$ cat config.mk
export PLATFORM = sky130hd
export DESIGN_NAME = afsk_demodulator_uart_deframer_top
export DESIGN_NICKNAME = d
export VERILOG_FILES = /design/src/rtl/core/afskd_pkg.sv /design/src/rtl/core/afskd_delay_line.sv /design/src/rtl/core/afskd_correlator.sv /design/src/rtl/core/afskd_deframer.sv /design/src/rtl/core/afsk_demodulator_uart_deframer_top.sv
export SDC_FILE = /design/constraint.sdc
export NUM_CORES = 1
export LEC_CHECK = 0
export BUFFER_PORTS_ARGS = -buffer_cell sky130_fd_sc_hd__buf_2
export CELL_PAD_IN_SITES_DETAIL_PLACEMENT = 2
export CELL_PAD_IN_SITES_GLOBAL_PLACEMENT = 2
export CORE_AREA = 2 2 236 238
export DETAILED_ROUTE_END_ITERATION = 6
export DIE_AREA = 0 0 238 240
export PLACE_DENSITY = 0.78
export SETUP_SLACK_MARGIN = 0.2
export SYNTH_ARGS = -nofsm -noshare
export SYNTH_HDL_FRONTEND = slang
export SYNTH_SLANG_ARGS = --single-unit
$ cat constraint.sdc
create_clock -name clk -period 13.2 [get_ports clk]
set_input_delay 2.64 -clock clk [delete_from_list [all_inputs] [get_ports clk]]
set_output_delay 2.64 -clock clk [all_outputs]
set_load 0.01 [all_outputs]
$ cat src/rtl/core/afskd_pkg.sv
// afskd_pkg: shared types and constants for the AFSK demodulator and deframer.
// No dependencies; imported by every module in rtl/core.
package afskd_pkg;

    // Input actions
    typedef enum logic [1:0] {
        ACT_SAMPLE = 2'd0,
        ACT_HUNT   = 2'd1,
        ACT_WAIT   = 2'd2,
        ACT_STOP   = 2'd3
    } action_t;

    // Configuration register indexes
    typedef enum logic [2:0] {
        CFG_SAMPLE_BIAS   = 3'd0,
        CFG_DELAY_LENGTH  = 3'd1,
        CFG_BIT_PERIOD    = 3'd2,
        CFG_DATA_BITS     = 3'd3,
        CFG_INVERT        = 3'd4,
        CFG_QUALIFY_COUNT = 3'd5,
        CFG_LOSS_TIMEOUT  = 3'd6,
        CFG_LOSS_ENABLE   = 3'd7
    } cfg_index_t;

    // Deframer modes
    typedef enum logic [2:0] {
        MODE_IDLE  = 3'd0,
        MODE_HUNT  = 3'd1,
        MODE_WAIT  = 3'd2,
        MODE_EDGE  = 3'd3,
        MODE_START = 3'd4,
        MODE_DATA  = 3'd5,
        MODE_STOP  = 3'd6,
        MODE_LOST  = 3'd7
    } mode_t;

    localparam logic [7:0]  RESET_BIAS      = 8'h80;
    localparam logic [4:0]  RESET_DELAY_LEN = 5'd8;
    localparam logic [9:0]  RESET_BIT_PER   = 10'd32;
    localparam logic [3:0]  RESET_DATA_BITS = 4'd8;
    localparam logic [15:0] RESET_QUALIFY   = 16'd8640;
    localparam logic [23:0] RESET_LOSS_TO   = 24'd134400;

    localparam logic [1:0]  HIST_EDGE       = 2'b10;
    localparam logic [7:0]  HIST_ALL_ONES   = 8'hFF;
    localparam logic [23:0] SILENCE_MAX     = 24'hFF_FFFF;

    // Deframer configuration
    typedef struct packed {
        logic [9:0]  bit_period;
        logic [3:0]  data_bits;
        logic [15:0] qualify_count;
        logic [23:0] loss_timeout;
        logic        loss_enable;
    } dfr_cfg_t;

    // Correlator result for one transaction
    typedef struct packed {
        logic               demod_bit;
        logic signed [15:0] filter_out;
    } corr_t;

    // Deframer result for one transaction
    typedef struct packed {
        logic       byte_valid;
        logic [7:0] byte_value;
        logic       carrier_present;
        logic       carrier_lost;
    } dfr_t;

endpackage

$ cat src/rtl/core/afskd_delay_line.sv
// afskd_delay_line: sample delay memory with write pointer and registered read.
// Depends on afskd_pkg.
module afskd_delay_line #(
    parameter int DELAY_DEPTH = 16
) (
    input  logic       clk,
    input  logic       rst_n,
    input  logic       accept,
    input  logic       is_sample,
    input  logic [7:0] sample,
    input  logic [4:0] delay_length,
    output logic [7:0] delayed
);
    import afskd_pkg::*;

    localparam int PTR_W = (DELAY_DEPTH > 1) ? $clog2(DELAY_DEPTH) : 1;
    localparam int CW    = (PTR_W + 2 > 6) ? PTR_W + 2 : 6;
    localparam logic [CW-1:0]    DEPTH_C = CW'(DELAY_DEPTH);
    localparam logic [PTR_W-1:0] PTR_TOP = PTR_W'(DELAY_DEPTH - 1);

    logic [7:0]             mem [DELAY_DEPTH];
    logic [DELAY_DEPTH-1:0] written_reg;
    logic [PTR_W-1:0]       ptr_reg;
    logic [PTR_W-1:0]       ptr_next;
    logic [7:0]             rd_data_reg;
    logic                   rd_written_reg;
    logic [CW-1:0]          len_ext;
    logic [CW-1:0]          len_eff;
    logic [CW-1:0]          sum;
    logic [CW-1:0]          rd_wide;
    logic [PTR_W-1:0]       rd_addr;
    logic                   wr_en;

    assign wr_en = accept && is_sample;

    // Read address: pointer minus clamped length, modulo depth
    always_comb
    begin
        len_ext = CW'(delay_length);
        if (len_ext == '0)
            len_eff = CW'(1);
        else if (len_ext > DEPTH_C)
            len_eff = DEPTH_C;
        else
            len_eff = len_ext;
        sum     = CW'(ptr_reg) + DEPTH_C - len_eff;
        rd_wide = (sum >= DEPTH_C) ? sum - DEPTH_C : sum;
        rd_addr = rd_wide[PTR_W-1:0];
        ptr_next = (ptr_reg == PTR_TOP) ? '0 : ptr_reg + PTR_W'(1);
    end

    // Pointer and written flags
    always_ff @(posedge clk or negedge rst_n)
    begin
        if (!rst_n)
        begin
            ptr_reg     <= '0;
            written_reg <= '0;
        end
        else if (wr_en)
        begin
            ptr_reg              <= ptr_next;
            written_reg[ptr_reg] <= 1'b1;
        end
    end

    // Memory: read returns the old entry when the same address is written
    always_ff @(posedge clk)
    begin
        if (wr_en)
            mem[ptr_reg] <= sample;
        if (accept)
        begin
            rd_data_reg    <= mem[rd_addr];
            rd_written_reg <= written_reg[rd_addr];
        end
    end

    // Never-written entries hold the reset bias
    assign delayed = rd_written_reg ? rd_data_reg : RESET_BIAS;

endmodule

$ cat src/rtl/core/afskd_correlator.sv
// afskd_correlator: bias removal, delayed-product correlator, IIR low-pass, slicer.
// Depends on afskd_pkg.
module afskd_correlator (
    input  logic                 clk,
    input  logic                 rst_n,
    input  logic                 advance,
    input  logic                 is_sample,
    input  logic [7:0]           sample,
    input  logic [7:0]           delayed,
    input  logic [7:0]           sample_bias,
    input  logic                 invert_polarity,
    output afskd_pkg::corr_t     result
);
    import afskd_pkg::*;

    logic signed [13:0] product_prev_reg;
    logic signed [15:0] filter_prev_reg;
    logic signed [7:0]  cur_c;
    logic signed [7:0]  del_c;
    logic signed [15:0] prod;
    logic signed [13:0] x;
    logic signed [16:0] sum;
    logic signed [15:0] y;
    logic               y_pos;

    // Product of centered samples, floor shift by 2, then filter
    always_comb
    begin
        cur_c = signed'(sample - sample_bias);
        del_c = signed'(delayed - sample_bias);
        prod  = cur_c * del_c;
        x     = prod[15:2];
        sum   = 17'(product_prev_reg) + 17'(x) + 17'(filter_prev_reg >>> 1);
        y     = sum[15:0];
        y_pos = !y[15] && (y != '0);
        if (is_sample)
        begin
            result.demod_bit  = y_pos ^ invert_polarity;
            result.filter_out = y;
        end
        else
        begin
            result.demod_bit  = 1'b0;
            result.filter_out = filter_prev_reg;
        end
    end

    // Filter state
    always_ff @(posedge clk or negedge rst_n)
    begin
        if (!rst_n)
        begin
            product_prev_reg <= '0;
            filter_prev_reg  <= '0;
        end
        else if (advance && is_sample)
        begin
            product_prev_reg <= x;
            filter_prev_reg  <= y;
        end
    end

endmodule

$ cat src/rtl/core/afskd_deframer.sv
// afskd_deframer: carrier qualify, start/data/stop bit timing, carrier-loss timer.
// Depends on afskd_pkg.
module afskd_deframer (
    input  logic                 clk,
    input  logic                 rst_n,
    input  logic                 advance,
    input  logic [1:0]           action,
    input  logic                 demod_bit,
    input  afskd_pkg::dfr_cfg_t  cfg,
    output afskd_pkg::dfr_t      result
);
    import afskd_pkg::*;

    mode_t        mode_reg,      mode_next;
    logic [7:0]   history_reg,   history_next;
    logic [10:0]  high_cnt_reg,  high_cnt_next;
    logic [10:0]  smp_cnt_reg,   smp_cnt_next;
    logic [3:0]   bit_idx_reg,   bit_idx_next;
    logic [7:0]   shift_reg,     shift_next;
    logic         carrier_reg,   carrier_next;
    logic [15:0]  qualify_reg,   qualify_next;
    logic [23:0]  silence_reg,   silence_next;

    logic [10:0]  ful;
    logic [10:0]  hlf;
    logic [10:0]  qrt;
    logic [10:0]  oct;
    action_t      act;

    assign ful = 11'(cfg.bit_period);
    assign hlf = 11'(cfg.bit_period >> 1);
    assign qrt = 11'(cfg.bit_period >> 2);
    assign oct = 11'(cfg.bit_period >> 3);
    assign act = action_t'(action);

    // State registers
    always_ff @(posedge clk or negedge rst_n)
    begin
        if (!rst_n)
        begin
            mode_reg     <= MODE_IDLE;
            history_reg  <= '0;
            high_cnt_reg <= '0;
            smp_cnt_reg  <= '0;
            bit_idx_reg  <= '0;
            shift_reg    <= '0;
            carrier_reg  <= 1'b0;
            qualify_reg  <= '0;
            silence_reg  <= '0;
        end
        else if (advance)
        begin
            mode_reg     <= mode_next;
            history_reg  <= history_next;
            high_cnt_reg <= high_cnt_next;
            smp_cnt_reg  <= smp_cnt_next;
            bit_idx_reg  <= bit_idx_next;
            shift_reg    <= shift_next;
            carrier_reg  <= carrier_next;
            qualify_reg  <= qualify_next;
            silence_reg  <= silence_next;
        end
    end

    // Next state and result
    always_comb
    begin
        mode_next     = mode_reg;
        history_next  = history_reg;
        high_cnt_next = high_cnt_reg;
        smp_cnt_next  = smp_cnt_reg;
        bit_idx_next  = bit_idx_reg;
        shift_next    = shift_reg;
        carrier_next  = carrier_reg;
        qualify_next  = qualify_reg;
        silence_next  = silence_reg;
        result.byte_valid   = 1'b0;
        result.byte_value   = '0;
        result.carrier_lost = 1'b0;

        case (act)
            ACT_SAMPLE:
            begin
                // Per-sample bookkeeping
                high_cnt_next = high_cnt_reg + 11'(demod_bit);
                history_next  = {history_reg[6:0], demod_bit};
                smp_cnt_next  = smp_cnt_reg + 11'd1;
                if (silence_reg != SILENCE_MAX)
                    silence_next = silence_reg + 24'd1;

                case (mode_reg)
                    MODE_HUNT:
                    begin
                        if (demod_bit)
                        begin
                            qualify_next = qualify_reg + 16'd1;
                            if (qualify_next >= cfg.qualify_count)
                            begin
                                carrier_next = 1'b1;
                                mode_next    = MODE_WAIT;
                                silence_next = '0;
                            end
                        end
                        else
                            qualify_next = '0;
                    end
                    MODE_WAIT:
                    begin
                        if (history_next[1:0] == HIST_EDGE)
                        begin
                            mode_next     = MODE_EDGE;
                            smp_cnt_next  = '0;
                            high_cnt_next = '0;
                        end
                        else if (history_next == HIST_ALL_ONES)
                            silence_next = '0;
                        // Carrier loss timeout
                        if ((silence_next > cfg.loss_timeout) && cfg.loss_enable &&
                            (cfg.loss_timeout != '0))
                        begin
                            carrier_next        = 1'b0;
                            mode_next           = MODE_LOST;
                            result.carrier_lost = 1'b1;
                        end
                    end
                    MODE_EDGE:
                    begin
                        if (smp_cnt_next >= hlf)
                            mode_next = (high_cnt_next > oct) ? MODE_WAIT : MODE_START;
                    end
                    MODE_START:
                    begin
                        if (smp_cnt_next >= ful)
                        begin
                            if (high_cnt_next > qrt)
                                mode_next = MODE_WAIT;
                            else
                            begin
                                mode_next     = MODE_DATA;
                                shift_next    = '0;
                                smp_cnt_next  = '0;
                                high_cnt_next = '0;
                                bit_idx_next  = '0;
                            end
                        end
                    end
                    MODE_DATA:
                    begin
                        if (smp_cnt_next >= ful)
                        begin
                            // Majority vote into the top bit
                            shift_next   = {(high_cnt_next > hlf), shift_reg[7:1]};
                            bit_idx_next = bit_idx_reg + 4'd1;
                            if (bit_idx_next < cfg.data_bits)
                                smp_cnt_next = '0;
                            else
                            begin
                                mode_next    = MODE_STOP;
                                smp_cnt_next = hlf;
                            end
                            high_cnt_next = '0;
                        end
                    end
                    MODE_STOP:
                    begin
                        if (smp_cnt_next >= ful)
                        begin
                            if (high_cnt_next > qrt)
                            begin
                                result.byte_valid = 1'b1;
                                result.byte_value = shift_reg;
                            end
                            mode_next = MODE_WAIT;
                        end
                    end
                    default:
                    begin
                    end
                endcase
            end
            ACT_HUNT:
            begin
                carrier_next = 1'b0;
                mode_next    = MODE_HUNT;
                qualify_next = '0;
                silence_next = '0;
            end
            ACT_WAIT:
            begin
                carrier_next = 1'b1;
                mode_next    = MODE_WAIT;
                silence_next = '0;
            end
            ACT_STOP:
            begin
                carrier_next = 1'b0;
                mode_next    = MODE_IDLE;
            end
            default:
            begin
            end
        endcase

        result.carrier_present = carrier_next;
    end

endmodule

$ cat src/rtl/core/afsk_demodulator_uart_deframer_top.sv
// AFSK demodulator with asynchronous deframer. One audio sample (or control action) is
// taken per clock cycle while the output is not stalled; it passes the stage-1 register,
// its result waits in the output register until taken, and one more can wait in stage 1.
// The rate is set by the delay-line memory port (one write and one registered read per
// sample) and the single state-update stage that follows it. The delay memory needs no
// clearing pass after reset. in_ready depends combinationally on out_ready.
//
// afsk_demodulator_uart_deframer_top: config registers, pipeline control, output register.
// Depends on afskd_pkg, afskd_delay_line, afskd_correlator, afskd_deframer.
module afsk_demodulator_uart_deframer_top #(
    parameter int DELAY_DEPTH = 16
) (
    input  logic               clk,
    input  logic               rst_n,
    // Input channel
    input  logic               in_valid,
    output logic               in_ready,
    input  logic [1:0]         action,
    input  logic [7:0]         sample,
    // Result channel
    output logic               out_valid,
    input  logic               out_ready,
    output logic               byte_valid,
    output logic [7:0]         byte_value,
    output logic               demod_bit,
    output logic               carrier_present,
    output logic               carrier_lost,
    output logic signed [15:0] filter_out,
    // Configuration write channel
    input  logic               cfg_valid,
    output logic               cfg_ready,
    input  logic [2:0]         cfg_index,
    input  logic [23:0]        cfg_data
);
    import afskd_pkg::*;

    logic [7:0]  sample_bias_reg;
    logic [4:0]  delay_length_reg;
    logic [9:0]  bit_period_reg;
    logic [3:0]  data_bits_reg;
    logic        invert_reg;
    logic [15:0] qualify_count_reg;
    logic [23:0] loss_timeout_reg;
    logic        loss_enable_reg;

    logic        in_accept;
    logic        s1_advance;
    logic        s1_valid_reg;
    logic [1:0]  s1_action_reg;
    logic [7:0]  s1_sample_reg;
    logic        s1_is_sample;
    logic [7:0]  delayed;
    corr_t       corr;
    dfr_t        dfr;
    dfr_cfg_t    dfr_cfg;
    logic        out_valid_reg;
    corr_t       out_corr_reg;
    dfr_t        out_dfr_reg;

    // Configuration writes
    assign cfg_ready = 1'b1;

    always_ff @(posedge clk or negedge rst_n)
    begin
        if (!rst_n)
        begin
            sample_bias_reg   <= RESET_BIAS;
            delay_length_reg  <= RESET_DELAY_LEN;
            bit_period_reg    <= RESET_BIT_PER;
            data_bits_reg     <= RESET_DATA_BITS;
            invert_reg        <= 1'b0;
            qualify_count_reg <= RESET_QUALIFY;
            loss_timeout_reg  <= RESET_LOSS_TO;
            loss_enable_reg   <= 1'b0;
        end
        else if (cfg_valid && cfg_ready)
        begin
            case (cfg_index_t'(cfg_index))
                CFG_SAMPLE_BIAS:   sample_bias_reg   <= cfg_data[7:0];
                CFG_DELAY_LENGTH:  delay_length_reg  <= cfg_data[4:0];
                CFG_BIT_PERIOD:    bit_period_reg    <= cfg_data[9:0];
                CFG_DATA_BITS:     data_bits_reg     <= cfg_data[3:0];
                CFG_INVERT:        invert_reg        <= cfg_data[0];
                CFG_QUALIFY_COUNT: qualify_count_reg <= cfg_data[15:0];
                CFG_LOSS_TIMEOUT:  loss_timeout_reg  <= cfg_data;
                CFG_LOSS_ENABLE:   loss_enable_reg   <= cfg_data[0];
                default:
                begin
                end
            endcase
        end
    end

    assign dfr_cfg.bit_period    = bit_period_reg;
    assign dfr_cfg.data_bits     = data_bits_reg;
    assign dfr_cfg.qualify_count = qualify_count_reg;
    assign dfr_cfg.loss_timeout  = loss_timeout_reg;
    assign dfr_cfg.loss_enable   = loss_enable_reg;

    // Pipeline handshake
    assign s1_advance = s1_valid_reg && (!out_valid_reg || out_ready);
    assign in_ready   = !s1_valid_reg || s1_advance;
    assign in_accept  = in_valid && in_ready;
    assign s1_is_sample = (action_t'(s1_action_reg) == ACT_SAMPLE);

    always_ff @(posedge clk or negedge rst_n)
    begin
        if (!rst_n)
        begin
            s1_valid_reg  <= 1'b0;
            out_valid_reg <= 1'b0;
        end
        else
        begin
            if (in_accept)
                s1_valid_reg <= 1'b1;
            else if (s1_advance)
                s1_valid_reg <= 1'b0;
            if (s1_advance)
                out_valid_reg <= 1'b1;
            else if (out_ready)
                out_valid_reg <= 1'b0;
        end
    end

    // Stage 1 payload and output register
    always_ff @(posedge clk)
    begin
        if (in_accept)
        begin
            s1_action_reg <= action;
            s1_sample_reg <= sample;
        end
        if (s1_advance)
        begin
            out_corr_reg <= corr;
            out_dfr_reg  <= dfr;
        end
    end

    afskd_delay_line #(
        .DELAY_DEPTH (DELAY_DEPTH)
    ) u_delay (
        .clk          (clk),
        .rst_n        (rst_n),
        .accept       (in_accept),
        .is_sample    (action_t'(action) == ACT_SAMPLE),
        .sample       (sample),
        .delay_length (delay_length_reg),
        .delayed      (delayed)
    );

    afskd_correlator u_corr (
        .clk             (clk),
        .rst_n           (rst_n),
        .advance         (s1_advance),
        .is_sample       (s1_is_sample),
        .sample          (s1_sample_reg),
        .delayed         (delayed),
        .sample_bias     (sample_bias_reg),
        .invert_polarity (invert_reg),
        .result          (corr)
    );

    afskd_deframer u_dfr (
        .clk       (clk),
        .rst_n     (rst_n),
        .advance   (s1_advance),
        .action    (s1_action_reg),
        .demod_bit (corr.demod_bit),
        .cfg       (dfr_cfg),
        .result    (dfr)
    );

    // Result ports
    assign out_valid       = out_valid_reg;
    assign byte_valid      = out_dfr_reg.byte_valid;
    assign byte_value      = out_dfr_reg.byte_value;
    assign demod_bit       = out_corr_reg.demod_bit;
    assign carrier_present = out_dfr_reg.carrier_present;
    assign carrier_lost    = out_dfr_reg.carrier_lost;
    assign filter_out      = out_corr_reg.filter_out;

endmodule

## After elaboration in Yosys (flattened, before gate mapping)

Memories as Yosys holds them, arrays and structs flattened. A register that Yosys moved wholly into a read port is not among the register bits.
Index checks and enable logic that the tools add are counted.
W data, S select, Z words.

| operators by class | value |
|---|---|
| add/subtract/negate cells | 13 |
| multiply operators | 1 |
| order comparisons | 13 |
| eq/ne operators | 33 |
| multiplexer cells | 67 |
| bitwise gates (word level) | 2 |
| reductions and logical operators | 42 |

Operators by type and width:

| kind | count |
|---|---|
| $mux W24 | 7 |
| $pmux W24 S2 | 2 |
| $mux W11 | 8 |
| $pmux W11 S3 | 2 |
| $mux W3 | 11 |
| $mux W16 | 2 |
| $mux W8 | 4 |
| $pmux W16 S2 | 1 |
| $add A24 B1 Y24 const B | 1 |
| $gt A24 B24 Y1 | 1 |
| $ne A24 B24 Y1 const B | 1 |
| $reduce_bool A24 Y1 | 1 |
| $reduce_and A2 Y1 | 11 |
| $eq A3 B3 Y1 const B | 7 |
| $mux W4 | 5 |
| $mux W9 | 2 |
| $pmux W3 S6 | 1 |
| $mux W17 | 1 |
| $add A15 B15 Y16 | 1 |
| $add A16 B1 Y16 const B | 1 |
| $ge A16 B16 Y1 | 1 |
| $mul A8 B8 Y16 | 1 |
| $or A16 B16 Y16 | 1 |
| $pmux W8 S2 | 1 |
| 52 further kinds | 97 |

| storage, ports and cells | value |
|---|---|
| bits in registers | 245 |
| memory bits (writable) | 128 |
| input bits | 42 |
| memories kept | 1 |

Memories:

| memory | words | bits a word | read ports | clocked after memory_dff | wr ports | RTL line | RTL |
|---|---|---|---|---|---|---|---|
| u_delay.mem | 16 | 8 | 1 | 1 | 1 | afskd_delay_line.sv:21 | `logic [7:0] mem [DELAY_DEPTH];` |

## Logic depth before layout (Yosys ltp)

| depth | value |
|---|---|
| depth after elaboration | 20 |
| depth in mapped cells | 58 |
| gate-level depth less buffers | 54 |

## Modules after synthesis

Synthesis repeated with hierarchy kept, for this count alone.

| unflattened totals | value |
|---|---|
| cells, all modules | 2072 |
| area, all modules | 23137.2 µm² |

By module, submodules not included:

| module | instances | cells an instance | area an instance (µm²) |
|---|---|---|---|
| afskd_deframer | 1 | 902 | 7400.8 |
| afskd_delay_line | 1 | 374 | 6396.1 |
| afskd_correlator | 1 | 592 | 5400.2 |
| afsk_demodulator_uart_deframer_top | 1 | 204 | 3940.0 |

## Worst setup path after synthesis

No wires, ideal clock.

| timing path | value |
|---|---|
| path kind | register to register |
| start | register u_delay.rd_written_reg |
| end | register u_dfr.bit_idx_reg[2] |
| setup time | 0.121 ns |
| arrival time | 11.349 ns |
| required time | 13.079 ns |
| slack | 1.730 ns |
| stages on the path, launching flop included | 55 |
| buffers on the path | 3 |
| period minus slack after synthesis | 11.470 ns |
| cell sequence | edfxtp_1 -> and2_1 -> ha_1 -> nor2b_1 -> o21ai_0 -> nand2b_1 -> a21oi_1 -> o21bai_1 -> a21o_1 -> a21oi_1 -> xnor2_1 -> inv_1 -> nand2_1 -> fa_1 -> fa_1 -> inv_1 -> fa_1 -> inv_1 -> (+19 left out) -> nand4_2 -> a21oi_1 -> or2_1 -> clkbuf_1 -> buf_2 -> ha_1 -> ha_1 -> nand3_1 -> xnor2_1 -> ha_1 -> o21a_1 -> o22ai_1 -> a21oi_1 -> a21boi_0 -> o211ai_1 -> nor2_1 -> o21ai_0 -> a22o_1 |

RTL lines:

| element | RTL line | RTL |
|---|---|---|
| start, declared | afskd_delay_line.sv:26 | `logic rd_written_reg;` |
| start signal, assigned | afskd_delay_line.sv:75 | `rd_written_reg <= written_reg[rd_addr];` |
| end signal, assigned | afskd_deframer.sv:57 | `bit_idx_reg <= bit_idx_next;` |
| end, declared | afskd_deframer.sv:18 | `logic [3:0] bit_idx_reg, bit_idx_next;` |

## Worst setup path after layout

| timing path | value |
|---|---|
| start | register u_delay.rd_written_reg |
| end | register u_dfr.smp_cnt_reg[7] |

| on the way | value |
|---|---|
| longest elaborated chain between the ends | 14 |
| elaborated cells on any way between the ends | 17 |
| those cells by class | add/sub (4); mul (1); order compare (1); eq/ne (1); mux (6); bitwise (1); reduce/logical (3) |

RTL lines:

| element | RTL line | RTL |
|---|---|---|
| $mux W8 * | afskd_delay_line.sv:80 | `assign delayed = rd_written_reg ? rd_data_reg : RESET_BIAS;` |
| $sub A8 B8 Y8 * | afskd_correlator.sv:30 | `del_c = signed'(delayed - sample_bias);` |
| $mul A8 B8 Y16 * | afskd_correlator.sv:31 | `prod = cur_c * del_c;` |
| via u_corr.prod[15] | afskd_correlator.sv:20 | `logic signed [15:0] prod;` |
| $add A14 B14 Y15 * | afskd_correlator.sv:33 | `sum = 17'(product_prev_reg) + 17'(x) + 17'(filter_prev_reg >>> 1);` |
| $add A15 B15 Y16 * | afskd_correlator.sv:33 |  |
| $reduce_bool A16 Y1 / $logic_not A1 Y1 (equally long branches) | afskd_correlator.sv:35 | `y_pos = !y[15] && (y != '0);` |
| $logic_and A1 B1 Y1 * | afskd_correlator.sv:35 |  |
| $xor A1 B1 Y1 * | afskd_correlator.sv:38 | `result.demod_bit = y_pos ^ invert_polarity;` |
| $mux W17 * | afskd_correlator.sv:36 | `if (is_sample)` |
| $add A11 B1 Y11 | afskd_deframer.sv:85 | `high_cnt_next = high_cnt_reg + 11'(demod_bit);` |
| $gt A11 B8 Y1 | afskd_deframer.sv:135 | `if (high_cnt_next > qrt)` |
| $mux W11 | afskd_deframer.sv:135 |  |
| $mux W11 | afskd_deframer.sv:133 | `if (smp_cnt_next >= ful)` |
| $pmux W11 S3 * | afskd_deframer.sv:91 | `case (mode_reg)` |
| end signal, assigned | afskd_deframer.sv:56 | `smp_cnt_reg <= smp_cnt_next;` |
| end, declared | afskd_deframer.sv:17 | `logic [10:0] smp_cnt_reg, smp_cnt_next;` |

The timed path passes the listed nets; every way through them passes the cells marked *.
A chain may end at the register's enable or synchronous reset.

==> qor.csv <==
metric,value,unit
max FFs per register,128,
"Largest stage delay, worst path",550,ps
DR vias,16700,
placeable core area,0.0547,mm2
Reg area,0.0104,mm2
Setup Crit Path Kind,reg -> reg,
vias per cell,5.65,
number of fill cells in the layout,5604,
worst slew pin tran,1180,ps
dpl hpwl,49.6,mm
number of library cell types mapped by synthesis,82,
first-pass GRT wire length,109,mm
largest net degree at the start of global routing,88,
Post-synth top flop,dfrtp_1,
Root Buffer,clkbuf_16,
DR iter-0 viols,806,
Port Buffer Count,71,
antenna diode count,0,
final hold slack,467,ps
WL met3,1.84,mm
share of cells above drive strength 1,0.153,
CP Data Required Time,13700,ps
Avg WL per Cell,23.2,um
clock skew,19.7,ps
final setup fails,0,
"flops & latches, synth",381,
Post-synth EDFFs,175,
fin crit period,12190,ps
CTS max path bufs,3,
area of the multi-input gates,0.0119,mm2
vias in the first global route,19200,
max-cap viol count,0,
H-tree levels,2,
"Largest delay share family, worst path",compound AO/OA/AOI/OAI gates,
I/O pins,73,
Die ar.,0.0571,mm2
CTS tree,yes,
Metal-1 WL,29.2,mm
RSZ-0062 raised after global routing,no,
clk sinks,381,
Skew-Pair Late Insertion Delay,600,ps
Hold WC Path Type,reg -> reg,
Syn Inst Count,2150,
Buf/Inv on CP,8,
CP Launch Type,flop,
fin crit share,0.923,
DRT Pass-1 Iters,4,
GRT Util Overall,0.245,
syn nets,2427,
"Remaining Overflow, GRT",0,
Routed Antenna Nets,0,
chip width,238,um
num rows,86,
gpl congestion,0.841,
sequential share of the synthesized area,0.448,
"Async S/R FF share, synth",0.541,
initial antenna violation count,2,
Worst path slowest cell,fa_1,
DR top layer,met4,
"Hold-fix buffers, CTS",0,
height of the die,240,um
"most used cell, CP",inv_1,
routed wl met2,35.6,mm
fmax,82.1,MHz
starting density of the core,0.425,
Max-slew headroom,0.213,
highest net fanout along the worst path,9,
mean area per synthesized cell,10.8,um2
Fin. Hold Viols,0,
DRC viols,0,
"Cell Area, Synth",0.0233,mm2
"CTS clk-pin slew, worst paths",60,ps
fin. max-slew vios,0,
Syn. warnings,0,
total CTS buffers,44,
NumNets Final,2499,
outcome,"finished, final reports clean",
crit path capture type,flop,
Synth-to-Final Area Change,12.4,%
critical path arrival,12680,ps
Routed WL,68.6,mm
[per-layer routing]
metal / track usage / vias up
li1: - / 7691
met1: 0.304 / 8707
met2: 0.447 / 233
met3: 0.0296 / 103
met4: 0.0773 / 0
met5: 0 / -
[cell usage after synthesis (8+ instances only)]
cell	count	area [um2]
nand2b_1	24	150
a31oi_1	11	68.8
and2_1	28	175
o22ai_1	8	50.1
o21a_1	14	105
clkbuf_1	52	195
xnor2_1	67	587
nor2_1	143	537
dfstp_2	12	315
o21ai_0	105	526
o2bb2ai_1	9	78.8
dfrtp_1	194	4850
nand4_1	22	138
nand3_1	59	295
mux2_2	61	687
buf_1	8	30.0
a21oi_1	85	425
a22o_1	21	184
mux4_2	36	811
nor2b_1	30	188
fa_1	75	1500
ha_1	160	2000
buf_2	9	45.0
edfxtp_1	175	5260
a32o_1	12	120
xor2_1	34	298
nand2_1	207	777
inv_1	228	856
a21o_1	32	240
or3_1	8	50.1
nor4_1	12	75.1
o211ai_1	11	82.6
and3_1	8	50.1
mux2i_1	13	130
or2_2	23	144
o21bai_1	9	67.6
nor3_1	29	145
a211oi_1	19	143
[per-stage QoR]
stage	setup WS [ps]	instances	utilization	TNS, ps	area (um2)
after floorplan	1730	2150	-	0	23300
after global placement	435	2874	0.446	0	24400
after detailed placement	-73.3	2874	0.446	-244	24400
after CTS	238	2956	0.474	0	25900
after global routing	171	2962	0.478	0	26100
final	1010	2962	0.478	0	26100
[path summary, 6_finish.rpt]
path	startpoint	end	slack, ps	depth (start not counted)
worst max-delay path	u_delay.rd_written_reg	u_dfr.smp_cnt_reg[7]	1010	52
worst min-delay path	u_delay.written_reg[15]	u_delay.written_reg[15]	470	1
worst max register to register	u_delay.rd_written_reg	u_dfr.smp_cnt_reg[7]	1010	52
worst min register to register	u_delay.written_reg[15]	u_delay.written_reg[15]	470	1
max in group asynchronous	rst_n	u_corr.product_prev_reg[8]	9750	2
min in group asynchronous	rst_n	u_dfr.silence_reg[13]	2050	1
[repair_timing]
item                                    4_1_cts  5_1_grt
endpoints found under the hold margin         0        0
gates cloned                                  0        1
setup buffers                                 0        5
pin swaps                                     0        1
gates resized for setup                       6       30
endpoints found under the setup margin       29       49
[cells in the final DEF, fill, tap and decap left out, drive strengths merged, types with 8 or more instances in the layout]
cell type	n
inv	229
nand2	207
dfrtp	194
edfxtp	175
ha	160
nor2	144
o21ai	106
buf	101
a21oi	86
fa	75
xnor2	67
clkbuf	67
mux2	61
nand3	59
mux4	36
xor2	34
a21o	32
nor2b	30
nor3	29
and2	29
nand2b	24
or2	24
nand4	23
a22o	21
a211oi	20
o21a	14
mux2i	13
a32o	12
dfstp	12
nor4	12
o211ai	11
a31oi	11
o21bai	9
o2bb2ai	9
or3	8
o22ai	8
and3	8
clkinv	8
[kinds of logic after synthesis]
| logic type | after synthesis | share of synthesized area |
|---|---|---|
| xor gates and xnor gates | 101 | 0.0380 |
| DFF | 381 | 0.448 |
| muxes | 110 | 0.0700 |
| AOI/OAI and AO/OA | 389 | 0.111 |
| and+or+nand+nor | 629 | 0.131 |
| other | 1 | 0.000161 |
| adders and majority gates | 235 | 0.151 |
| buffers and inverters | 304 | 0.0512 |
[layout make-up]
cell class              instances  share of cell area
multi-input cells            1466               0.454
flip-flops and latches        381               0.399
clock buffers                  67              0.0492
well taps                     704              0.0337
inverters                     228              0.0327
repair buffers                101              0.0226
clock inverters                15             0.00943
[worst register-to-register path: cells and delay by family (launching register included)]
family,cells,cell delay (ps)
AO/OA/AOI/OAI,20,4330
XOR/XNOR,3,550
adder cells (fa/ha/maj),10,4200
buffers and inverters,8,560
flip-flops,1,440
AND/OR/NAND/NOR,11,1990
Power is left out: the tool's default activity adds up to more than one toggle a clock period on the data nets, which glitch-free logic cannot reach.
